==> src/design/hsl_pkg.sv <==
`timescale 1ns / 1ps

package hsl_pkg;

  // Internal unsigned fixed point: one unit is 2**FRAC_BITS.
  localparam int FRAC_BITS = 16;

  // A chroma, lightness, secondary or offset value reaches exactly one unit.
  localparam int CW    = FRAC_BITS + 1;
  localparam int SUM_W = FRAC_BITS + 2;

  localparam int PCT_W  = 7;
  localparam int PROD_W = 2 * PCT_W;
  localparam int WGT_W  = 6;

  localparam logic [PCT_W-1:0]  PCT_FULL  = 7'd100;
  localparam logic [PROD_W-1:0] PCT_SQ    = 14'd10000;
  localparam logic [WGT_W-1:0]  SIXTY     = 6'd60;
  localparam logic [7:0]        CHAN_MAX  = 8'd255;
  localparam logic [8:0]        HUE_PAIR  = 9'd120;

  // Guard bits of the reciprocal divisions; each makes the first quotient
  // at most one below the true floor.
  localparam int CHROMA_GUARD = PROD_W;
  localparam int LIGHT_GUARD  = PCT_W;
  localparam int SECOND_SHIFT = FRAC_BITS + WGT_W;

  localparam longint unsigned RECIP_CHROMA_L =
    (64'd1 << (FRAC_BITS + CHROMA_GUARD)) / 64'd10000;
  localparam longint unsigned RECIP_LIGHT_L =
    (64'd1 << (FRAC_BITS + LIGHT_GUARD)) / 64'd100;
  localparam longint unsigned RECIP_SIXTY_L =
    (64'd1 << SECOND_SHIFT) / 64'd60;

  localparam logic [CW-1:0] RECIP_CHROMA = CW'(RECIP_CHROMA_L);
  localparam logic [CW-1:0] RECIP_LIGHT  = CW'(RECIP_LIGHT_L);
  localparam logic [CW-1:0] RECIP_SIXTY  = CW'(RECIP_SIXTY_L);

  // Cycles from an accepted item to its result strobe.
  localparam int PIPE_LAT = 7;

  // 60-degree hue sectors, named by the colors at their two ends.
  typedef enum logic [2:0] {
    SEC_RED_YEL,
    SEC_YEL_GRN,
    SEC_GRN_CYN,
    SEC_CYN_BLU,
    SEC_BLU_MAG,
    SEC_MAG_RED
  } sector_t;

  typedef struct packed {
    logic              vld;
    logic [PROD_W-1:0] pct_prod;
    logic [PCT_W-1:0]  light;
    logic [WGT_W-1:0]  wgt;
    sector_t           sec;
    logic [7:0]        alpha;
  } front_t;

  typedef struct packed {
    logic          vld;
    logic [CW-1:0] chroma;
    logic [CW-1:0] lfix;
    logic [WGT_W-1:0] wgt;
    sector_t       sec;
    logic [7:0]    alpha;
  } base_t;

  typedef struct packed {
    logic          vld;
    logic [CW-1:0] chroma;
    logic [CW-1:0] second;
    logic [CW-1:0] offs;
    sector_t       sec;
    logic [7:0]    alpha;
  } comp_t;

endpackage

==> src/design/hsl_front.sv <==
`timescale 1ns / 1ps

module hsl_front import hsl_pkg::*; (
  input  logic             clk,
  input  logic             rst_n,
  input  logic             in_go,
  input  logic [8:0]       hue,
  input  logic [PCT_W-1:0] sat,
  input  logic [PCT_W-1:0] light,
  input  logic [7:0]       alpha,
  output front_t           front_o
);

  logic [PCT_W-1:0] sat_c;
  logic [PCT_W-1:0] light_c;
  logic [PCT_W:0]   twol;
  logic [PCT_W-1:0] light_dev;
  logic [PCT_W-1:0] chroma_pct;
  logic [2:0]       pair;
  logic [8:0]       base;
  logic [6:0]       pos;
  logic             upper;
  logic [WGT_W-1:0] pdist;
  logic [3:0]       raw_sec;
  sector_t          sec;
  front_t           front_nxt;
  front_t           front_r;

  always_comb begin
    sat_c   = (sat > PCT_FULL) ? PCT_FULL : sat;
    light_c = (light > PCT_FULL) ? PCT_FULL : light;
    twol    = {light_c, 1'b0};
    if (twol >= {1'b0, PCT_FULL}) begin
      light_dev = PCT_W'(twol - {1'b0, PCT_FULL});
    end else begin
      light_dev = PCT_W'({1'b0, PCT_FULL} - twol);
    end
    chroma_pct = PCT_FULL - light_dev;
  end

  // Hue is split into 120-degree pairs of sectors; pos is the place in the pair.
  always_comb begin
    if (hue >= 9'(4 * HUE_PAIR)) begin
      pair = 3'd4;
    end else if (hue >= 9'(3 * HUE_PAIR)) begin
      pair = 3'd3;
    end else if (hue >= 9'(2 * HUE_PAIR)) begin
      pair = 3'd2;
    end else if (hue >= HUE_PAIR) begin
      pair = 3'd1;
    end else begin
      pair = 3'd0;
    end
    base  = 9'(pair) * HUE_PAIR;
    pos   = 7'(hue - base);
    upper = (pos >= 7'(SIXTY));
    if (upper) begin
      pdist = WGT_W'(pos - 7'(SIXTY));
    end else begin
      pdist = WGT_W'(7'(SIXTY) - pos);
    end
    raw_sec = {pair, upper};
    case (raw_sec)
      4'd0:    sec = SEC_RED_YEL;
      4'd1:    sec = SEC_YEL_GRN;
      4'd2:    sec = SEC_GRN_CYN;
      4'd3:    sec = SEC_CYN_BLU;
      4'd4:    sec = SEC_BLU_MAG;
      default: sec = SEC_MAG_RED;
    endcase
  end

  always_comb begin
    front_nxt.vld      = in_go;
    front_nxt.pct_prod = PROD_W'(chroma_pct) * PROD_W'(sat_c);
    front_nxt.light    = light_c;
    front_nxt.wgt      = SIXTY - pdist;
    front_nxt.sec      = sec;
    front_nxt.alpha    = alpha;
  end

  always_ff @(posedge clk) begin
    if (!rst_n) begin
      front_r <= '0;
    end else begin
      front_r <= front_nxt;
    end
  end

  assign front_o = front_r;

endmodule

==> src/design/hsl_cdiv.sv <==
`timescale 1ns / 1ps

module hsl_cdiv import hsl_pkg::*; (
  input  logic   clk,
  input  logic   rst_n,
  input  front_t front_i,
  output base_t  base_o
);

  localparam int CP_W = PROD_W + CW;
  localparam int LP_W = PCT_W + CW;
  localparam int CR_W = PROD_W + FRAC_BITS;
  localparam int LR_W = PCT_W + FRAC_BITS;

  logic [CP_W-1:0]   cprod;
  logic [LP_W-1:0]   lprod;
  logic              vld_r;
  logic [CW-1:0]     qc_r;
  logic [CW-1:0]     ql_r;
  logic [PROD_W-1:0] pct_prod_r;
  logic [PCT_W-1:0]  light_r;
  logic [WGT_W-1:0]  wgt_r;
  sector_t           sec_r;
  logic [7:0]        alpha_r;
  logic [CR_W-1:0]   crem;
  logic [LR_W-1:0]   lrem;
  base_t             base_nxt;
  base_t             base_r;

  // First stage: quotient estimates by reciprocal multiplication.
  always_comb begin
    cprod = CP_W'(front_i.pct_prod) * CP_W'(RECIP_CHROMA);
    lprod = LP_W'(front_i.light) * LP_W'(RECIP_LIGHT);
  end

  always_ff @(posedge clk) begin
    if (!rst_n) begin
      vld_r <= 1'b0;
    end else begin
      vld_r <= front_i.vld;
    end
  end

  always_ff @(posedge clk) begin
    qc_r       <= cprod[CHROMA_GUARD +: CW];
    ql_r       <= lprod[LIGHT_GUARD +: CW];
    pct_prod_r <= front_i.pct_prod;
    light_r    <= front_i.light;
    wgt_r      <= front_i.wgt;
    sec_r      <= front_i.sec;
    alpha_r    <= front_i.alpha;
  end

  // Second stage: a remainder of a full divisor or more bumps the quotient.
  always_comb begin
    crem = CR_W'({pct_prod_r, {FRAC_BITS{1'b0}}}) - CR_W'(qc_r) * CR_W'(PCT_SQ);
    lrem = LR_W'({light_r, {FRAC_BITS{1'b0}}}) - LR_W'(ql_r) * LR_W'(PCT_FULL);
    base_nxt.vld    = vld_r;
    base_nxt.chroma = (crem >= CR_W'(PCT_SQ)) ? qc_r + CW'(1) : qc_r;
    base_nxt.lfix   = (lrem >= LR_W'(PCT_FULL)) ? ql_r + CW'(1) : ql_r;
    base_nxt.wgt    = wgt_r;
    base_nxt.sec    = sec_r;
    base_nxt.alpha  = alpha_r;
  end

  always_ff @(posedge clk) begin
    if (!rst_n) begin
      base_r <= '0;
    end else begin
      base_r <= base_nxt;
    end
  end

  assign base_o = base_r;

endmodule

==> src/design/hsl_xdiv.sv <==
`timescale 1ns / 1ps

module hsl_xdiv import hsl_pkg::*; (
  input  logic  clk,
  input  logic  rst_n,
  input  base_t base_i,
  output comp_t comp_o
);

  localparam int N_W = CW + WGT_W;
  localparam int P_W = N_W + CW;

  logic [N_W-1:0] num;
  logic [CW-1:0]  half;
  logic [CW-1:0]  offs;
  logic           vld_a_r;
  logic [N_W-1:0] num_a_r;
  logic [CW-1:0]  chroma_a_r;
  logic [CW-1:0]  offs_a_r;
  sector_t        sec_a_r;
  logic [7:0]     alpha_a_r;
  logic [P_W-1:0] qprod;
  logic           vld_b_r;
  logic [CW-1:0]  q_b_r;
  logic [N_W-1:0] num_b_r;
  logic [CW-1:0]  chroma_b_r;
  logic [CW-1:0]  offs_b_r;
  sector_t        sec_b_r;
  logic [7:0]     alpha_b_r;
  logic [N_W-1:0] rem;
  comp_t          comp_nxt;
  comp_t          comp_r;

  // Stage A: weighted chroma and the lightness offset, floored at zero.
  always_comb begin
    num  = N_W'(base_i.chroma) * N_W'(base_i.wgt);
    half = base_i.chroma >> 1;
    offs = (base_i.lfix >= half) ? base_i.lfix - half : '0;
  end

  always_ff @(posedge clk) begin
    if (!rst_n) begin
      vld_a_r <= 1'b0;
      vld_b_r <= 1'b0;
    end else begin
      vld_a_r <= base_i.vld;
      vld_b_r <= vld_a_r;
    end
  end

  always_ff @(posedge clk) begin
    num_a_r    <= num;
    chroma_a_r <= base_i.chroma;
    offs_a_r   <= offs;
    sec_a_r    <= base_i.sec;
    alpha_a_r  <= base_i.alpha;
  end

  // Stage B: quotient estimate of the division by sixty.
  assign qprod = P_W'(num_a_r) * P_W'(RECIP_SIXTY);

  always_ff @(posedge clk) begin
    q_b_r      <= qprod[SECOND_SHIFT +: CW];
    num_b_r    <= num_a_r;
    chroma_b_r <= chroma_a_r;
    offs_b_r   <= offs_a_r;
    sec_b_r    <= sec_a_r;
    alpha_b_r  <= alpha_a_r;
  end

  // Stage C: remainder check and correction.
  always_comb begin
    rem = num_b_r - N_W'(q_b_r) * N_W'(SIXTY);
    comp_nxt.vld    = vld_b_r;
    comp_nxt.chroma = chroma_b_r;
    comp_nxt.second = (rem >= N_W'(SIXTY)) ? q_b_r + CW'(1) : q_b_r;
    comp_nxt.offs   = offs_b_r;
    comp_nxt.sec    = sec_b_r;
    comp_nxt.alpha  = alpha_b_r;
  end

  always_ff @(posedge clk) begin
    if (!rst_n) begin
      comp_r <= '0;
    end else begin
      comp_r <= comp_nxt;
    end
  end

  assign comp_o = comp_r;

endmodule

==> src/design/hsl_out.sv <==
`timescale 1ns / 1ps

module hsl_out import hsl_pkg::*; (
  input  logic        clk,
  input  logic        rst_n,
  input  comp_t       comp_i,
  output logic        out_valid,
  output logic [31:0] out_rgba_word
);

  logic [CW-1:0] red;
  logic [CW-1:0] green;
  logic [CW-1:0] blue;
  logic          valid_r;
  logic [31:0]   rgba_r;
  logic [31:0]   rgba_nxt;

  // (comp + offs) * 255, scaled down by one unit and clamped to a byte.
  function automatic logic [7:0] scale_chan(input logic [CW-1:0] comp,
                                            input logic [CW-1:0] offs);
    logic [SUM_W-1:0]   sum;
    logic [SUM_W+7:0]   wide;
    logic [SUM_W+7-FRAC_BITS:0] lvl;
    sum  = SUM_W'(comp) + SUM_W'(offs);
    wide = {sum, 8'd0} - (SUM_W+8)'(sum);
    lvl  = wide[SUM_W+7:FRAC_BITS];
    if (lvl > (SUM_W+8-FRAC_BITS)'(CHAN_MAX)) begin
      return CHAN_MAX;
    end
    return lvl[7:0];
  endfunction

  always_comb begin
    red   = '0;
    green = '0;
    blue  = '0;
    case (comp_i.sec)
      SEC_RED_YEL: begin
        red   = comp_i.chroma;
        green = comp_i.second;
      end
      SEC_YEL_GRN: begin
        red   = comp_i.second;
        green = comp_i.chroma;
      end
      SEC_GRN_CYN: begin
        green = comp_i.chroma;
        blue  = comp_i.second;
      end
      SEC_CYN_BLU: begin
        green = comp_i.second;
        blue  = comp_i.chroma;
      end
      SEC_BLU_MAG: begin
        red   = comp_i.second;
        blue  = comp_i.chroma;
      end
      default: begin
        red   = comp_i.chroma;
        blue  = comp_i.second;
      end
    endcase
    rgba_nxt = {scale_chan(red, comp_i.offs), scale_chan(green, comp_i.offs),
                scale_chan(blue, comp_i.offs), comp_i.alpha};
  end

  always_ff @(posedge clk) begin
    if (!rst_n) begin
      valid_r <= 1'b0;
    end else begin
      valid_r <= comp_i.vld;
    end
  end

  always_ff @(posedge clk) begin
    rgba_r <= rgba_nxt;
  end

  assign out_valid     = valid_r;
  assign out_rgba_word = rgba_r;

endmodule

==> src/design/hsl_to_rgb_converter.sv <==
// HSL to packed RGBA converter, seven register stages.
// Throughput: one item per cycle; busy stays low, so start may be held high.
// Reset (rst_n low, synchronous) clears every stage valid bit; items in flight
// are dropped. Results are shown for one cycle and cannot be held off.
`timescale 1ns / 1ps

module hsl_to_rgb_converter import hsl_pkg::*; (
  input  logic             clk,
  input  logic             rst_n,
  input  logic             start,
  output logic             busy,
  input  logic [8:0]       in_hue_degrees,
  input  logic [PCT_W-1:0] in_saturation_pct,
  input  logic [PCT_W-1:0] in_lightness_pct,
  input  logic [7:0]       in_alpha_code,
  output logic             out_valid,
  output logic [31:0]      out_rgba_word
);

  // The pipeline never stalls: the receiver takes every result strobe, so
  // there is nothing that could back up into the input side.
  front_t front;
  base_t  base;
  comp_t  comp;

  assign busy = 1'b0;

  // Stage 1: clamp the percents, form (100 - |2l - 100|) * s, split the hue
  // into its sector and the weight of the secondary component.
  hsl_front u_front (
    .clk     (clk),
    .rst_n   (rst_n),
    .in_go   (start),
    .hue     (in_hue_degrees),
    .sat     (in_saturation_pct),
    .light   (in_lightness_pct),
    .alpha   (in_alpha_code),
    .front_o (front)
  );

  // Stages 2 and 3: chroma = prod / 10000 and lightness = l / 100 in fixed
  // point, each as a reciprocal multiply followed by a one-step correction.
  hsl_cdiv u_cdiv (
    .clk     (clk),
    .rst_n   (rst_n),
    .front_i (front),
    .base_o  (base)
  );

  // Stages 4 to 6: the secondary component chroma * weight / 60, and the
  // lightness offset L - chroma / 2 floored at zero.
  hsl_xdiv u_xdiv (
    .clk    (clk),
    .rst_n  (rst_n),
    .base_i (base),
    .comp_o (comp)
  );

  // Stage 7: place the components by sector, add the offset, scale each
  // channel to a byte and pack the word with alpha in the low byte.
  hsl_out u_out (
    .clk           (clk),
    .rst_n         (rst_n),
    .comp_i        (comp),
    .out_valid     (out_valid),
    .out_rgba_word (out_rgba_word)
  );

endmodule

==> config.mk <==
export PLATFORM = sky130hd
export DESIGN_NAME = hsl_to_rgb_converter
export DESIGN_NICKNAME = d
export VERILOG_FILES = /design/src/design/hsl_pkg.sv /design/src/design/hsl_front.sv /design/src/design/hsl_cdiv.sv /design/src/design/hsl_xdiv.sv /design/src/design/hsl_out.sv /design/src/design/hsl_to_rgb_converter.sv
export SDC_FILE = /design/constraint.sdc
export NUM_CORES = 2
export LEC_CHECK = 0
export BUFFER_PORTS_ARGS = -buffer_cell sky130_fd_sc_hd__buf_2
export CAP_MARGIN = 0
export CORE_ASPECT_RATIO = 1.4
export CORE_UTILIZATION = 46
export CTS_BUF_LIST = sky130_fd_sc_hd__clkbuf_8
export DETAILED_ROUTE_END_ITERATION = 10
export HOLD_SLACK_MARGIN = 0.02
export SLEW_MARGIN = 20
export SYNTH_ARGS = -nofsm -noshare
export SYNTH_HDL_FRONTEND = slang
export SYNTH_SLANG_ARGS = --single-unit
export TNS_END_PERCENT = 10
==> constraint.sdc <==
create_clock -name clk -period 7.9 [get_ports clk]
set_input_delay 1.58 -clock clk [delete_from_list [all_inputs] [get_ports clk]]
set_output_delay 1.58 -clock clk [all_outputs]
set_load 0.02 [all_outputs]
==> key figures <==
Outcome
  – Outcome: completed

Placement
  – Port Buffers: 66
  – Cell count after placement: 5,267
  – DP HPWL: 77.2 mm
  – RD Place Congestion: 0.926
  – Setup WS pre-CTS: 0.0670 ns

Clock network
  – CTS tree: built
  – CTS Buffer Depth: 3
  – Clock Latency Late Sink: 0.68 ns
  – Root buf cell: clkbuf_8
  – CTS HTree Levels: 3
  – Hold Buf Count CTS: 0
  – CTS Buf Count: 70
  – CTS clk-pin slew, worst paths: 0.07 ns
  – CTS Sinks: 411

Worst setup path
  – Startpoint types: flop
  – Top cell by count, worst path: inv_1
  – CP bufs+invs: 4
  – Critical Path RT: 8.45 ns
  – Crit path max-delay family: adder cells
  – Worst Path Arrival: 8.08 ns
  – Crit-path slowest cell: a32oi_1
  – Critical path peak fanout: 7
  – Max incr delay on CP: 0.64 ns
  – Endpoint type of the worst setup path: flop
  – CP Class: reg2reg

Detailed routing
  – Wire length per cell: 17.3 µm
  – Drt pass-1 iters: 5
  – Vias per cell: 5.31
  – Vias after detailed routing: 28,700
  – Initial DRC Count: 974
  – DRC Markers: 0
  – Routed Antenna Nets: 0
  – WL final: 93.6 mm

Yosys
  – EDFF count, synth: 0
  – Synthesized Nets: 5,149
  – Netlist cell types: 93
  – Average cell area after synthesis: 9.14 µm²
  – Post-synthesis sequential area ratio: 21.7%
  – Warnings, synthesis: 0
  – Mapped cell area: 37,900 µm²
  – Asr flop ratio synth: 0%
  – Most used flip-flop cell after synthesis: dfxtp_1
  – Mapped Cells: 4,143
  – Seq cells post-synth: 411

STA
  – Worst slew margin: 40.0%
  – Actual slew at the worst max-slew pin: 0.888 ns
  – Final setup violation count: 0
  – Final hold viol count: 0
  – Fmax: 133 MHz
  – Period utilization: 95.3%
  – Post-route setup TNS: 0 ns
  – Final worst setup slack: 0.371 ns
  – Fin crit period: 7.53 ns
  – Max Slew Vio Count: 0
  – Worst hold margin: 0.309 ns
  – Clock skew: 0.0437 ns

GRT
  – Largest net degree at the start of global routing: 87
  – Vias in the first global route: 29,700
  – Initial antenna violation count: 3
  – First-pass GRT wire length: 152 mm
  – Gr usage total: 23.0%
  – GR Overflow Total: 0

Cells and area
  – Final Net Count: 5,279
  – FILL cells: 7,840
  – Final std cells w/o fill: 5,401
  – Commonest cells after routing, fill and taps aside: ha_1, inv_1, dfxtp_1, fa_1, nand2_1
  – Layout cells sized above 1: 7.19%
  – Most common cell after layout, fill and taps aside: ha_1
  – Area grow syn2layout: 9.50%

Hold path
  – Min-Delay Path Class: reg2reg

Floorplanning
  – Die Wd: 245 µm
  – Initial Utilization: 46.4%
  – Core Footprint: 81,600 µm²
  – Die area: 83,500 µm²
  – I/O pin count: 68
  – Die Span Y: 342 µm
  – Std-Cell Rows: 124

Flow run
  – Max-Cap Viols: 0
-- state kept, by name, indices dropped and copies added (netlist names), 3 cells and up --
register,count
u_xdiv.comp_o,63
u_cdiv.base_o,52
u_front.front_o,38
u_out.out_rgba_word,32
u_xdiv.num_a_r,23
u_xdiv.num_b_r,21
u_cdiv.qc_r,17
u_cdiv.ql_r,17
u_xdiv.chroma_a_r,17
u_xdiv.chroma_b_r,17
u_xdiv.offs_a_r,17
u_xdiv.offs_b_r,17
u_xdiv.q_b_r,17
u_cdiv.pct_prod_r,13
u_cdiv.alpha_r,8
u_xdiv.alpha_a_r,8
u_xdiv.alpha_b_r,8
u_cdiv.light_r,7
u_cdiv.wgt_r,6
u_cdiv.sec_r,3
u_xdiv.sec_a_r,3
u_xdiv.sec_b_r,3
-- worst reg2reg max path: cells and delay by family (launching register included) --
kind	cells	cell delay, ns
compound gates	11	2.74
xor+xnor	1	0.22
fa+ha+maj	7	2.80
buf+inv	4	0.23
flops	1	0.32
mux	1	0.10
simple gates	4	1.00
-- kinds of logic (layout without fill, tap and decap cells) --
| group | Yosys count | count (layout) | synth area share (%) |
|---|---|---|---|
| adder cells (fa/ha/maj) | 973 | 973 | 38.0 |
| other | 1 | 3 | 0.00990 |
| multiplexers | 40 | 40 | 1.07 |
| XOR/XNOR | 211 | 211 | 5.00 |
| flip-flops | 411 | 411 | 21.7 |
| AO/OA/AOI/OAI | 732 | 732 | 13.0 |
| AND/OR/NAND/NOR | 1074 | 1076 | 14.2 |
| buffers and inverters | 701 | 884 | 6.97 |
-- through the flow --
step | utilization, % | cell area [µm²]
global placement | 48.6 | 39700
finish | 50.8 | 41500
global route | 50.8 | 41500
detailed placement | 48.6 | 39700
floorplan | - | 37900
CTS | 50.6 | 41300
-- area by class of cell --
type	count	area (µm²)	share of cell area (%)
flip-flops and latches	411	8230	19.8
diodes	2	5.00	0.0121
well taps	1071	1340	3.23
multi-input cells	3033	27100	65.4
clock buffers	86	1180	2.85
repair buffers	118	739	1.78
clock inverters	41	449	1.08
inverters	639	2400	5.78
-- synth_stat cells (19+ instances only) --
cell type	n	area, µm²
ha_1	677	8470
inv_1	639	2400
dfxtp_1	411	8230
fa_1	295	5910
nand2_1	293	1100
nor2_1	228	856
a21oi_1	183	916
o21ai_0	135	676
xnor2_1	133	1160
and2_1	124	776
nor3_1	80	400
a21o_1	78	586
xor2_1	75	657
nand3_1	71	355
clkbuf_1	57	214
o21a_1	51	383
nand2b_1	40	250
nor2b_1	40	250
mux2i_1	35	350
and3_1	34	213
nand4_1	34	213
o211ai_1	29	218
or3_1	28	175
a211oi_1	26	195
a31oi_1	26	163
o31ai_1	23	173
or2_2	22	138
o21bai_1	19	143
or4_1	19	143
-- per-layer routing --
metal | wire, µm | global-route usage [%] | up-vias
li1 | - | - | 14300
met1 | 35000 | 23.5 | 13700
met2 | 51100 | 45.3 | 443
met3 | 2430 | 2.35 | 215
met4 | 4970 | 11.8 | 2
met5 | 17 | 0 | -
-- worst paths after layout --
kind	from	end	slack (ns)	cells past startpoint
setup / recovery	u_cdiv.qc_r[4]	u_cdiv.base_o[44]	0.37	28
hold / removal	u_cdiv.base_o[8]	u_xdiv.sec_a_r[0]	0.31	0
setup reg to reg	u_cdiv.qc_r[4]	u_cdiv.base_o[44]	0.37	28
hold reg to reg	u_cdiv.base_o[8]	u_xdiv.sec_a_r[0]	0.31	0
-- repair_timing --
action	4_1_cts	5_1_grt
buffers inserted	0	3
setup endpoints to repair	0	17
gates resized for setup	0	24
Power is not shown: default switching activity piles up to over one toggle a cycle in this logic, so the estimate is an artifact.
